--- config.mk ---
export PLATFORM = sky130hd
export DESIGN_NAME = one_wire_bus_master_top
export DESIGN_NICKNAME = d
export VERILOG_FILES = /design/src/design/ow_pkg.sv /design/src/design/ow_cfg_regs.sv /design/src/design/ow_seq.sv /design/src/design/one_wire_bus_master_top.sv
export SDC_FILE = /design/constraint.sdc
export NUM_CORES = 1
export LEC_CHECK = 0
export BUFFER_PORTS_ARGS = -buffer_cell sky130_fd_sc_hd__buf_2
export CAP_MARGIN = 40
export CORE_MARGIN = 5
export CORE_UTILIZATION = 30
export DETAILED_ROUTE_END_ITERATION = 16
export SLEW_MARGIN = 20
export SYNTH_ARGS = -nofsm -noshare
export SYNTH_HDL_FRONTEND = slang
export SYNTH_SLANG_ARGS = --single-unit
export TNS_END_PERCENT = 1
--- constraint.sdc ---
create_clock -name clk -period 21.6 [get_ports clk]
set_input_delay 2.16 -clock clk [delete_from_list [all_inputs] [get_ports clk]]
set_output_delay 2.16 -clock clk [all_outputs]
set_load 0.005 [all_outputs]
--- src/design/ow_pkg.sv ---
`default_nettype none

package ow_pkg;

    // Width of the slot and phase timer
    localparam int TIMER_BITS = 10;

    // Largest count of the timer, held wide enough for timer widths up to 17 bits
    localparam logic [16:0] TICK_MAX = 17'((1 << TIMER_BITS) - 1);

    typedef logic [TIMER_BITS-1:0] ow_tick_t;

    typedef enum logic [1:0] {
        ACT_TICK  = 2'd0,
        ACT_RESET = 2'd1,
        ACT_WRITE = 2'd2,
        ACT_READ  = 2'd3
    } ow_action_t;

    typedef enum logic [2:0] {
        PH_IDLE  = 3'd0,
        PH_RLOW  = 3'd1,
        PH_WAIT  = 3'd2,
        PH_WIN   = 3'd3,
        PH_WRITE = 3'd4,
        PH_READ  = 3'd5
    } ow_phase_t;

    typedef enum logic [2:0] {
        CFG_RESET_LOW      = 3'd0,
        CFG_PRESENCE_WAIT  = 3'd1,
        CFG_PRESENCE_WIN   = 3'd2,
        CFG_WRITE_ONE_LOW  = 3'd3,
        CFG_WRITE_ZERO_LOW = 3'd4,
        CFG_SLOT           = 3'd5,
        CFG_READ_LOW       = 3'd6,
        CFG_READ_SAMPLE    = 3'd7
    } ow_cfg_idx_t;

    // Timing values already clipped to the timer range
    typedef struct packed {
        ow_tick_t reset_low;
        ow_tick_t presence_wait;
        ow_tick_t presence_window;
        ow_tick_t write_one_low;
        ow_tick_t write_zero_low;
        ow_tick_t slot;
        ow_tick_t read_low;
        ow_tick_t read_sample;
    } ow_timing_t;

    // One result beat
    typedef struct packed {
        logic       drive_low;
        logic       busy;
        logic       done;
        logic       present;
        logic [7:0] read_data;
    } ow_result_t;

    // Clip a register value to the largest timer count
    function automatic ow_tick_t clip_timer(input logic [9:0] v);
        logic [16:0] wide;
        wide = 17'(v);
        if (wide > TICK_MAX)
        begin
            wide = TICK_MAX;
        end
        return wide[TIMER_BITS-1:0];
    endfunction

endpackage

`default_nettype wire

--- src/design/ow_cfg_regs.sv ---
`default_nettype none

module ow_cfg_regs (
    input  wire logic                clk,
    input  wire logic                rst_n,
    input  wire logic                cfg_we,
    input  wire logic [2:0]          cfg_index,
    input  wire logic [9:0]          cfg_data,
    output ow_pkg::ow_timing_t       timing
);
    import ow_pkg::*;

    logic [9:0] reset_low_reg;
    logic [7:0] presence_wait_reg;
    logic [9:0] presence_window_reg;
    logic [5:0] write_one_low_reg;
    logic [7:0] write_zero_low_reg;
    logic [7:0] slot_reg;
    logic [3:0] read_low_reg;
    logic [5:0] read_sample_reg;

    ow_tick_t slot_clip;
    ow_tick_t sample_clip;

    // Take register writes, masked to each register's width
    always_ff @(posedge clk or negedge rst_n)
    begin
        if (!rst_n)
        begin
            reset_low_reg       <= 10'd497;
            presence_wait_reg   <= 8'd61;
            presence_window_reg <= 10'd480;
            write_one_low_reg   <= 6'd10;
            write_zero_low_reg  <= 8'd80;
            slot_reg            <= 8'd90;
            read_low_reg        <= 4'd1;
            read_sample_reg     <= 6'd10;
        end
        else if (cfg_we)
        begin
            unique case (ow_cfg_idx_t'(cfg_index))
                CFG_RESET_LOW:      reset_low_reg       <= cfg_data;
                CFG_PRESENCE_WAIT:  presence_wait_reg   <= cfg_data[7:0];
                CFG_PRESENCE_WIN:   presence_window_reg <= cfg_data;
                CFG_WRITE_ONE_LOW:  write_one_low_reg   <= cfg_data[5:0];
                CFG_WRITE_ZERO_LOW: write_zero_low_reg  <= cfg_data[7:0];
                CFG_SLOT:           slot_reg            <= cfg_data[7:0];
                CFG_READ_LOW:       read_low_reg        <= cfg_data[3:0];
                CFG_READ_SAMPLE:    read_sample_reg     <= cfg_data[5:0];
                default:            ;
            endcase
        end
    end

    // Clip slot length, treat a zero slot as one tick, pull a late sample point in
    always_comb
    begin
        slot_clip = clip_timer(10'(slot_reg));
        if (slot_clip == '0)
        begin
            slot_clip = ow_tick_t'(1);
        end
        sample_clip = clip_timer(10'(read_sample_reg));
        if (sample_clip >= slot_clip)
        begin
            sample_clip = slot_clip - ow_tick_t'(1);
        end
    end

    assign timing.reset_low       = clip_timer(reset_low_reg);
    assign timing.presence_wait   = clip_timer(10'(presence_wait_reg));
    assign timing.presence_window = clip_timer(presence_window_reg);
    assign timing.write_one_low   = clip_timer(10'(write_one_low_reg));
    assign timing.write_zero_low  = clip_timer(10'(write_zero_low_reg));
    assign timing.slot            = slot_clip;
    assign timing.read_low        = clip_timer(10'(read_low_reg));
    assign timing.read_sample     = sample_clip;

endmodule

`default_nettype wire

--- src/design/ow_seq.sv ---
`default_nettype none

module ow_seq (
    input  wire logic                clk,
    input  wire logic                rst_n,
    input  wire logic                step,
    input  wire logic [1:0]          action,
    input  wire logic [7:0]          data_byte,
    input  wire logic                bus_level,
    input  wire ow_pkg::ow_timing_t  timing,
    output ow_pkg::ow_result_t       result
);
    import ow_pkg::*;

    localparam int TW = TIMER_BITS;

    ow_phase_t  phase_reg, phase_next;
    ow_tick_t   tick_reg, tick_next;
    logic [2:0] bit_reg, bit_next;
    logic [7:0] shift_reg, shift_next;
    logic       presence_reg, presence_next;
    logic [7:0] last_read_reg, last_read_next;

    // Values after a command start and after zero-length stages fall through
    ow_phase_t  ph_start, ph_act;
    ow_tick_t   tc_start, tc_act;
    logic [2:0] bit_start;
    logic [7:0] shift_start;
    logic       presence_start;

    logic          start;
    logic [TW:0]   tc_inc;
    logic [TW:0]   tc_win;
    logic          win_live;
    logic          win_end;
    logic          slot_end;
    logic          sample_hit;
    logic [7:0]    shift_sampled;
    ow_tick_t      write_low;

    assign start = (phase_reg == PH_IDLE) && (ow_action_t'(action) != ACT_TICK);

    // Resolve the command start and skip stages whose count is already reached
    always_comb
    begin
        ph_start       = phase_reg;
        tc_start       = tick_reg;
        bit_start      = bit_reg;
        shift_start    = shift_reg;
        presence_start = presence_reg;
        if (start)
        begin
            tc_start  = '0;
            bit_start = '0;
            unique case (ow_action_t'(action))
                ACT_RESET:
                begin
                    presence_start = 1'b0;
                    ph_start       = PH_RLOW;
                end
                ACT_WRITE:
                begin
                    shift_start = data_byte;
                    ph_start    = PH_WRITE;
                end
                default:
                begin
                    shift_start = 8'h00;
                    ph_start    = PH_READ;
                end
            endcase
        end

        ph_act = ph_start;
        tc_act = tc_start;
        if (ph_act == PH_RLOW && tc_act >= timing.reset_low)
        begin
            ph_act = PH_WAIT;
            tc_act = '0;
        end
        if (ph_act == PH_WAIT && tc_act >= timing.presence_wait)
        begin
            ph_act = PH_WIN;
            tc_act = '0;
        end
    end

    // Shared counts and slot events
    assign tc_inc        = {1'b0, tc_act} + {{TW{1'b0}}, 1'b1};
    assign win_live      = tc_act < timing.presence_window;
    assign tc_win        = win_live ? tc_inc : {1'b0, tc_act};
    assign win_end       = tc_win >= {1'b0, timing.presence_window};
    assign slot_end      = tc_inc >= {1'b0, timing.slot};
    assign sample_hit    = tc_act == timing.read_sample;
    assign shift_sampled = sample_hit ? {bus_level, shift_start[7:1]} : shift_start;
    assign write_low     = shift_start[0] ? timing.write_one_low : timing.write_zero_low;

    // Next state
    always_comb
    begin
        phase_next     = ph_act;
        tick_next      = tc_act;
        bit_next       = bit_start;
        shift_next     = shift_start;
        presence_next  = presence_start;
        last_read_next = last_read_reg;
        unique case (ph_act)
            PH_IDLE: ;
            PH_RLOW, PH_WAIT:
            begin
                tick_next = tc_inc[TW-1:0];
            end
            PH_WIN:
            begin
                if (win_live && !bus_level)
                begin
                    presence_next = 1'b1;
                end
                tick_next = tc_win[TW-1:0];
                if (win_end)
                begin
                    phase_next = PH_IDLE;
                    tick_next  = '0;
                end
            end
            PH_WRITE:
            begin
                tick_next = tc_inc[TW-1:0];
                if (slot_end)
                begin
                    tick_next  = '0;
                    shift_next = {1'b0, shift_start[7:1]};
                    bit_next   = bit_start + 3'd1;
                    if (bit_start == 3'd7)
                    begin
                        phase_next = PH_IDLE;
                    end
                end
            end
            PH_READ:
            begin
                tick_next  = tc_inc[TW-1:0];
                shift_next = shift_sampled;
                if (slot_end)
                begin
                    tick_next = '0;
                    bit_next  = bit_start + 3'd1;
                    if (bit_start == 3'd7)
                    begin
                        last_read_next = shift_sampled;
                        phase_next     = PH_IDLE;
                    end
                end
            end
            default:
            begin
                phase_next = PH_IDLE;
            end
        endcase
    end

    // Outputs for this tick
    always_comb
    begin
        result.drive_low = 1'b0;
        result.done      = 1'b0;
        unique case (ph_act)
            PH_RLOW:  result.drive_low = 1'b1;
            PH_WIN:   result.done      = win_end;
            PH_WRITE:
            begin
                result.drive_low = tc_act < write_low;
                result.done      = slot_end && (bit_start == 3'd7);
            end
            PH_READ:
            begin
                result.drive_low = tc_act < timing.read_low;
                result.done      = slot_end && (bit_start == 3'd7);
            end
            default: ;
        endcase
        result.busy      = ph_start != PH_IDLE;
        result.present   = presence_next;
        result.read_data = last_read_next;
    end

    // Advance the sequencer once per accepted tick
    always_ff @(posedge clk or negedge rst_n)
    begin
        if (!rst_n)
        begin
            phase_reg     <= PH_IDLE;
            tick_reg      <= '0;
            bit_reg       <= '0;
            shift_reg     <= '0;
            presence_reg  <= 1'b0;
            last_read_reg <= '0;
        end
        else if (step)
        begin
            phase_reg     <= phase_next;
            tick_reg      <= tick_next;
            bit_reg       <= bit_next;
            shift_reg     <= shift_next;
            presence_reg  <= presence_next;
            last_read_reg <= last_read_next;
        end
    end

    // A completed command leaves the sequencer idle
    a_done_to_idle: assert property (@(posedge clk) disable iff (!rst_n)
        step && result.done |=> phase_reg == PH_IDLE)
        else $error("sequencer not idle after done");

    // The line is only pulled low while a command runs
    a_drive_busy: assert property (@(posedge clk) disable iff (!rst_n)
        result.drive_low |-> result.busy)
        else $error("drive low outside a command");

    // The timer and bit count are cleared whenever the sequencer is idle
    a_idle_timer: assert property (@(posedge clk) disable iff (!rst_n)
        phase_reg == PH_IDLE |-> tick_reg == '0 && bit_reg == 3'd0)
        else $error("timer or bit count not cleared in idle");

endmodule

`default_nettype wire

--- src/design/one_wire_bus_master_top.sv ---
`default_nettype none

// One-wire bus master, one input beat per bus tick.
// The result beat for a tick is registered and presented in the cycle after the tick is accepted.
// Throughput: one tick per cycle while the result channel is not stalled; the sequencer steps once per accepted beat.
// A stalled result beat holds in_ready low; a new tick is taken as the result drains.
// Reset: sequencer idle, counters and bytes zero, timing registers at their defaults.
module one_wire_bus_master_top (
    input  wire logic       clk,
    input  wire logic       rst_n,
    input  wire logic       cfg_we,
    input  wire logic [2:0] cfg_index,
    input  wire logic [9:0] cfg_data,
    input  wire logic       in_valid,
    output logic            in_ready,
    input  wire logic [1:0] action,
    input  wire logic [7:0] data_byte,
    input  wire logic       bus_level,
    output logic            out_valid,
    input  wire logic       out_ready,
    output logic            drive_low,
    output logic            busy_res,
    output logic            done_res,
    output logic            device_present,
    output logic [7:0]      read_data
);
    import ow_pkg::*;

    ow_timing_t timing;
    ow_result_t result;
    ow_result_t res_reg;
    logic       out_valid_reg, out_valid_next;
    logic       in_accept;

    ow_cfg_regs u_cfg (
        .clk       (clk),
        .rst_n     (rst_n),
        .cfg_we    (cfg_we),
        .cfg_index (cfg_index),
        .cfg_data  (cfg_data),
        .timing    (timing)
    );

    ow_seq u_seq (
        .clk       (clk),
        .rst_n     (rst_n),
        .step      (in_accept),
        .action    (action),
        .data_byte (data_byte),
        .bus_level (bus_level),
        .timing    (timing),
        .result    (result)
    );

    // Take a beat when the output register is empty or draining
    assign in_ready  = !out_valid_reg || out_ready;
    assign in_accept = in_valid && in_ready;

    always_comb
    begin
        out_valid_next = out_valid_reg;
        if (in_accept)
        begin
            out_valid_next = 1'b1;
        end
        else if (out_ready)
        begin
            out_valid_next = 1'b0;
        end
    end

    always_ff @(posedge clk or negedge rst_n)
    begin
        if (!rst_n)
        begin
            out_valid_reg <= 1'b0;
        end
        else
        begin
            out_valid_reg <= out_valid_next;
        end
    end

    // Hold the result beat until it is taken
    always_ff @(posedge clk)
    begin
        if (in_accept)
        begin
            res_reg <= result;
        end
    end

    assign out_valid      = out_valid_reg;
    assign drive_low      = res_reg.drive_low;
    assign busy_res       = res_reg.busy;
    assign done_res       = res_reg.done;
    assign device_present = res_reg.present;
    assign read_data      = res_reg.read_data;

    // Every accepted tick produces a pending result beat
    a_accept_result: assert property (@(posedge clk) disable iff (!rst_n)
        in_accept |=> out_valid_reg)
        else $error("accepted tick without result beat");

endmodule

`default_nettype wire

==> results of run 1 <==
[placed cells by master, fill, tap and decap left out, types with 11 or more instances in the layout]
cell type,n
edfxtp_1,12
mux2_2,48
ha_1,68
nor4_1,15
dfrtp_1,68
a21oi_1,32
nor2_1,61
buf_2,41
o21a_1,11
mux2i_1,24
xnor2_1,12
o21ai_0,48
inv_1,56
nand2_1,76
dfstp_2,26
buf_4,13
a22oi_1,15
[report_power, final]
part / leakage, nW / switching, W / internal, W / total (W)
sequential: 1.23 / 0.0000381 / 0.000256 / 0.000294
combinational: 2.35 / 0.000430 / 0.000281 / 0.000711
clock: 0.144 / 0.0000823 / 0.0000807 / 0.000163
total: 3.73 / 0.000551 / 0.000618 / 0.00117
[worst paths after layout]
check / slack [ps] / end / start / depth (start not counted)
setup / recovery: 10570 / u_seq.tick_reg[8] / action[0] / 39
hold / removal: 480 / u_seq.bit_reg[2] / u_seq.bit_reg[2] / 2
setup reg to reg: 12130 / u_seq.tick_reg[8] / u_seq.phase_reg[1] / 36
hold reg to reg: 480 / u_seq.bit_reg[2] / u_seq.bit_reg[2] / 2
max in group asynchronous: 18670 / u_cfg.read_low_reg[1] / rst_n / 2
min in group asynchronous: 1810 / u_cfg.reset_low_reg[9] / rst_n / 1
[through the flow]
step	instance area (µm²)	total power, W	util [%]	setup WS, ps	hold WS [ps]
2_1_floorplan	7440	0.000822	-	11370	442
3_3_place_gp	8010	0.000993	32.8	10550	457
3_5_place_dp	8030	0.00100	32.9	10340	465
4_1_cts	8320	0.00117	34.1	10680	483
5_1_grt	8320	0.00127	34.1	9700	511
6_report	8320	0.00117	34.1	10570	479
[cells by family (layout without fill, tap and decap cells)]
| family | count (synthesis) | after routing | share of synthesized area, % |
|---|---|---|---|
| AND/OR/NAND/NOR | 226 | 226 | 15.3 |
| AO/OA/AOI/OAI | 187 | 187 | 17.3 |
| flip-flops | 106 | 106 | 36.9 |
| buffers and inverters | 83 | 127 | 4.66 |
| multiplexers | 81 | 81 | 12.3 |
| adder cells (fa/ha/maj) | 69 | 69 | 11.6 |
| XOR/XNOR | 17 | 17 | 2.00 |
[critical path: cells and delay by family]
family	cells	cell delay, ps
AO/OA/AOI/OAI	20	3690
adder cells (fa/ha/maj)	5	1420
buffers and inverters	3	300
multiplexers	1	370
AND/OR/NAND/NOR	10	3380
[final cells by class]
type / count / area (µm²) / share of cell area, %
Timing Repair Buffer: 55 / 314 / 3.78
Clock inverter: 7 / 58.8 / 0.707
Tap cell: 324 / 405 / 4.87
Inverter: 56 / 210 / 2.53
Clock buffer: 9 / 225 / 2.71
Multi-Input combinational cell: 580 / 4360 / 52.4
Sequential cell: 106 / 2750 / 33.0
[layer usage]
layer,vias up,wire [µm],GRT usage (%)
met5,-,0,0
met4,0,162,2.54
met3,13,905,2.19
met2,143,8660,21.4
met1,2819,10100,21.5
li1,2889,-,-
==> impl_metrics.env, run 1 <==
export IMPL_outcome="completed"
export IMPL_die_area_mm2=0.0280
export IMPL_clkSlewWorstSetupHoldPaths_ps=80
export IMPL_synth_largest_area_cell="dfrtp_1"
export IMPL_worstSetupPathType="in -> reg"
export IMPL_post_route_min_period_ps=11030
export IMPL_leakage_nw=3.73
export IMPL_avgSynthCellArea_um2=9.67
export IMPL_maxSlewHeadroom_pct=45.4
export IMPL_synth_top_cell_area_share_pct=22.9
export IMPL_routed_wl_um=19800
export IMPL_ir_drop_v=0.0000515
export IMPL_arrival_ps=11310
export IMPL_cts_hold_buf=0
export IMPL_ys_ff_latch=106
export IMPL_grt_max_degree=52
export IMPL_setup_viol=0
export IMPL_hpwlAfterDp_um=15200
export IMPL_synth_ff_type="dfrtp_1"
export IMPL_finalCritPeriodShare_pct=51.1
export IMPL_grt_use_total_pct=14.1
export IMPL_area_delta_synth_final_pct=11.8
export IMPL_clk_latency_ps=360
export IMPL_cts_sinks=106
export IMPL_htreeDepth=3
export IMPL_die_h_um=167
export IMPL_cp_required_ps=21880
export IMPL_vias=5864
export IMPL_drv_cap=0
export IMPL_ys_seq_area_share_pct=36.9
export IMPL_cts_resized=0
export IMPL_crit_path_max_incr_delay_ps=620
export IMPL_cts_setup_buffers=0
export IMPL_drive_gt1_share_pct=21.5
export IMPL_final_antenna_net_count=0
export IMPL_diodes=0
export IMPL_critical_path_slowest_cell="nor2_1"
export IMPL_fill_cells=2559
export IMPL_post_drt_via_cell_ratio=5.16
export IMPL_root_buffer="clkbuf_16"
export IMPL_antenna_found_initial=0
export IMPL_post_drt_wl_per_cell_um=17.4
export IMPL_io_pins=43
export IMPL_design_core_area_mm2=0.0244
export IMPL_final_hold_viol_count=0
export IMPL_ys_top_cells_by_count="nand2_1 (76), dfrtp_1 (68), ha_1 (68)"
export IMPL_power_density_mw_per_mm2=141
export IMPL_yosys_warnings=0
export IMPL_synth_area_mm2=0.00744
export IMPL_finClkSkew_ps=15.0
export IMPL_cts_buffers=9
export IMPL_dp_cells=1121
export IMPL_instances_no_fill=1137
export IMPL_worstMarginPinSlew_ps=815
export IMPL_synthesis_nets=866
export IMPL_final_nets=905
export IMPL_row_count=57
export IMPL_start_util_pct=30.5
export IMPL_grt_pass1_vias=5620
export IMPL_drcViolationCount=0
export IMPL_rsz0062_at_grt="false"
export IMPL_cts_tree="built"
export IMPL_cp_common_cell="ha_1"
export IMPL_cts_buffer_depth=2
export IMPL_die_w_um=167
export IMPL_ys_top_cells_by_area="dfrtp_1 (23%), ha_1 (11%), dfstp_2 (9.2%)"
export IMPL_fmax_mhz=90.7
export IMPL_place_congestion=0.911
export IMPL_async_reset_ff_share_pct=88.7
export IMPL_netlist_instances=769
export IMPL_setup_tns_ps=0
export IMPL_yosysMostFrequentCell="nand2_1"
export IMPL_cp_max_fo=18
export IMPL_portBuffers=42
export IMPL_grt_overflow=0
export IMPL_synth_cell_type_count=74
export IMPL_firstDrtPassIters=5
export IMPL_grt_first_pass_wirelength_um=32000
export IMPL_synth_edff_count=12
export IMPL_worstSetupStartpointType="primary input"
export IMPL_hp_class="reg -> reg"
export IMPL_slew_viol_final=0
export IMPL_first_iter_violations=349
export IMPL_critPathCaptureType="flip-flop"
No activity file was read; power rests on OpenSTA's default activity.
==> run 2: changes to the inputs <==
clock period = 11.2 ns   (was 21.6 ns; I/O delays follow)
==> run 2 against run 1 <==
Critical path depth unchanged. Cell count increased by 0.35%. Clock skew increased by 2.4 ps. Clock power increased by 94%. First-iteration DRC count decreased by 6.3%. Hold slack got worse by 1.9 ps. Sequential cell count unchanged. Combinational power increased by 95%. Largest power group unchanged.
==> impl_metrics.env, run 2 (synthesis gave the netlist of run 1 again) <==
export IMPL_outcome="completed"
export IMPL_cp_required_ps=11480
export IMPL_cts_buffer_depth=2
export IMPL_routed_wl_um=20300
export IMPL_grt_use_total_pct=14.3
export IMPL_critPathCaptureType="flip-flop"
export IMPL_hpwlAfterDp_um=15500
export IMPL_drcViolationCount=0
export IMPL_htreeDepth=3
export IMPL_worstSetupStartpointType="primary input"
export IMPL_start_util_pct=30.5
export IMPL_first_iter_violations=327
export IMPL_cts_tree="built"
export IMPL_finalCritPeriodShare_pct=89.7
export IMPL_p_sw_w=0.00107
export IMPL_arrival_ps=10320
export IMPL_pwr_share_comb_pct=61.1
export IMPL_cts_sinks=106
export IMPL_crit_path_max_incr_delay_ps=590
export IMPL_power_density_mw_per_mm2=272
export IMPL_worstMarginPinSlew_ps=932
export IMPL_pre_cts_slack_ps=907
export IMPL_clk_latency_ps=360
export IMPL_cts_setup_buffers=0
export IMPL_setup_ws_ps=1160
export IMPL_final_nets=909
export IMPL_io_pins=43
export IMPL_grt_overflow=0
export IMPL_post_drt_wl_per_cell_um=17.8
export IMPL_post_drt_via_cell_ratio=5.18
export IMPL_cp_max_fo=18
export IMPL_layout_common_cells="nand2_1 (76), ha_1 (68), dfrtp_1 (68)"
export IMPL_grt_max_degree=53
export IMPL_final_antenna_net_count=0
export IMPL_worst_r2r_path_depth=36
export IMPL_diodes=0
export IMPL_cp_common_cell="ha_1"
export IMPL_die_h_um=167
export IMPL_cts_resized=0
export IMPL_fin_total_pwr_w=0.00228
export IMPL_setup_tns_ps=0
export IMPL_hold_path_depth=2
export IMPL_seq_power_share_pct=24.9
export IMPL_layout_commonest_cell="nand2_1"
export IMPL_firstDrtPassIters=5
export IMPL_fill_cells=2548
export IMPL_critical_path_slowest_cell="nor2_1"
export IMPL_cts_hold_buf=0
export IMPL_drv_cap=0
export IMPL_fmax_mhz=99.6
export IMPL_root_buffer="clkbuf_16"
export IMPL_die_area_mm2=0.0280
export IMPL_cts_buffers=9
export IMPL_area_delta_synth_final_pct=12.4
export IMPL_finClkSkew_ps=17.4
export IMPL_hp_class="reg -> reg"
export IMPL_ir_drop_v=0.000114
export IMPL_die_w_um=167
export IMPL_worstSetupPathType="in -> reg"
export IMPL_final_core_utilization_pct=34.3
export IMPL_internal_power_w=0.00121
export IMPL_clkSlewWorstSetupHoldPaths_ps=70
export IMPL_portBuffers=42
export IMPL_sw_frac_of_total_pct=47.0
export IMPL_instances_no_fill=1141
export IMPL_place_congestion=0.903
export IMPL_grt_pass1_vias=5649
export IMPL_final_hold_viol_count=0
export IMPL_leakage_nw=3.76
export IMPL_design_core_area_mm2=0.0244
export IMPL_row_count=57
export IMPL_vias=5910
export IMPL_dp_cells=1125
export IMPL_slew_viol_final=0
export IMPL_maxSlewHeadroom_pct=37.7
export IMPL_antenna_found_initial=0
export IMPL_setup_viol=0
export IMPL_power_frac_clock_pct=13.9
export IMPL_grt_first_pass_wirelength_um=32300
export IMPL_rsz0062_at_grt="false"
export IMPL_post_route_min_period_ps=10040
export IMPL_drive_gt1_share_pct=21.9
[run 2: changes by cell type in the layout (fill, tap and decap cells not counted)]
cell,change
inv_8,-1
buf_16,+1
inv_6,+2
clkinv_4,-1
buf_4,+3
[run 2: power groups by stage]
stage                     Sequential, W  Combinational (W)  Clock [W]
after detailed placement       0.000572            0.00138          0
after CTS                      0.000566            0.00139   0.000327
after floorplan                0.000541            0.00104          0
after global routing           0.000580            0.00156   0.000339
final                          0.000567            0.00139   0.000317
after global placement         0.000572            0.00136          0
[run 2: per-layer routing]
| layer | GRT usage [%] | vias up | wire, µm |
|---|---|---|---|
| met5 | 0 | - | 0 |
| met4 | 2.47 | 0 | 177 |
| met3 | 2.36 | 14 | 851 |
| met2 | 21.9 | 135 | 8880 |
| met1 | 21.6 | 2853 | 10400 |
| li1 | - | 2908 | - |
[run 2: stage by stage]
stage,area [µm²],hold slack (ps)
3_5_place_dp,8080,465
5_1_grt,8360,520
3_3_place_gp,8030,456
6_report,8360,477
4_1_cts,8360,480
2_1_floorplan,7440,442
[run 2: layout make-up]
| type | count | area, µm² | area share [%] |
|---|---|---|---|
| clock inverters | 7 | 56.3 | 0.673 |
| multi-input cells | 580 | 4360 | 52.1 |
| clock buffers | 9 | 225 | 2.69 |
| flip-flops and latches | 106 | 2750 | 32.8 |
| inverters | 56 | 210 | 2.51 |
| well taps | 324 | 405 | 4.85 |
| repair buffers | 59 | 364 | 4.35 |
[run 2: worst paths after layout]
| path | from | end | slack, ps |
|---|---|---|---|
| max | action[0] | u_seq.tick_reg[8] | 1160 |
| min in group asynchronous | rst_n | u_seq.last_read_reg[5] | 630 |
| max reg2reg | u_seq.phase_reg[1] | u_seq.tick_reg[8] | 1670 |
| min | u_seq.bit_reg[2] | u_seq.bit_reg[2] | 480 |
| min reg2reg | u_seq.bit_reg[2] | u_seq.bit_reg[2] | 480 |
| max in group asynchronous | rst_n | u_cfg.presence_window_reg[8] | 9550 |
[run 2: worst max-delay path, delay by kind of cell]
kind / cells / cell delay, ps
mux: 1 / 370
buf+inv: 3 / 350
simple gates: 10 / 3340
compound gates: 20 / 3720
fa+ha+maj: 5 / 1420
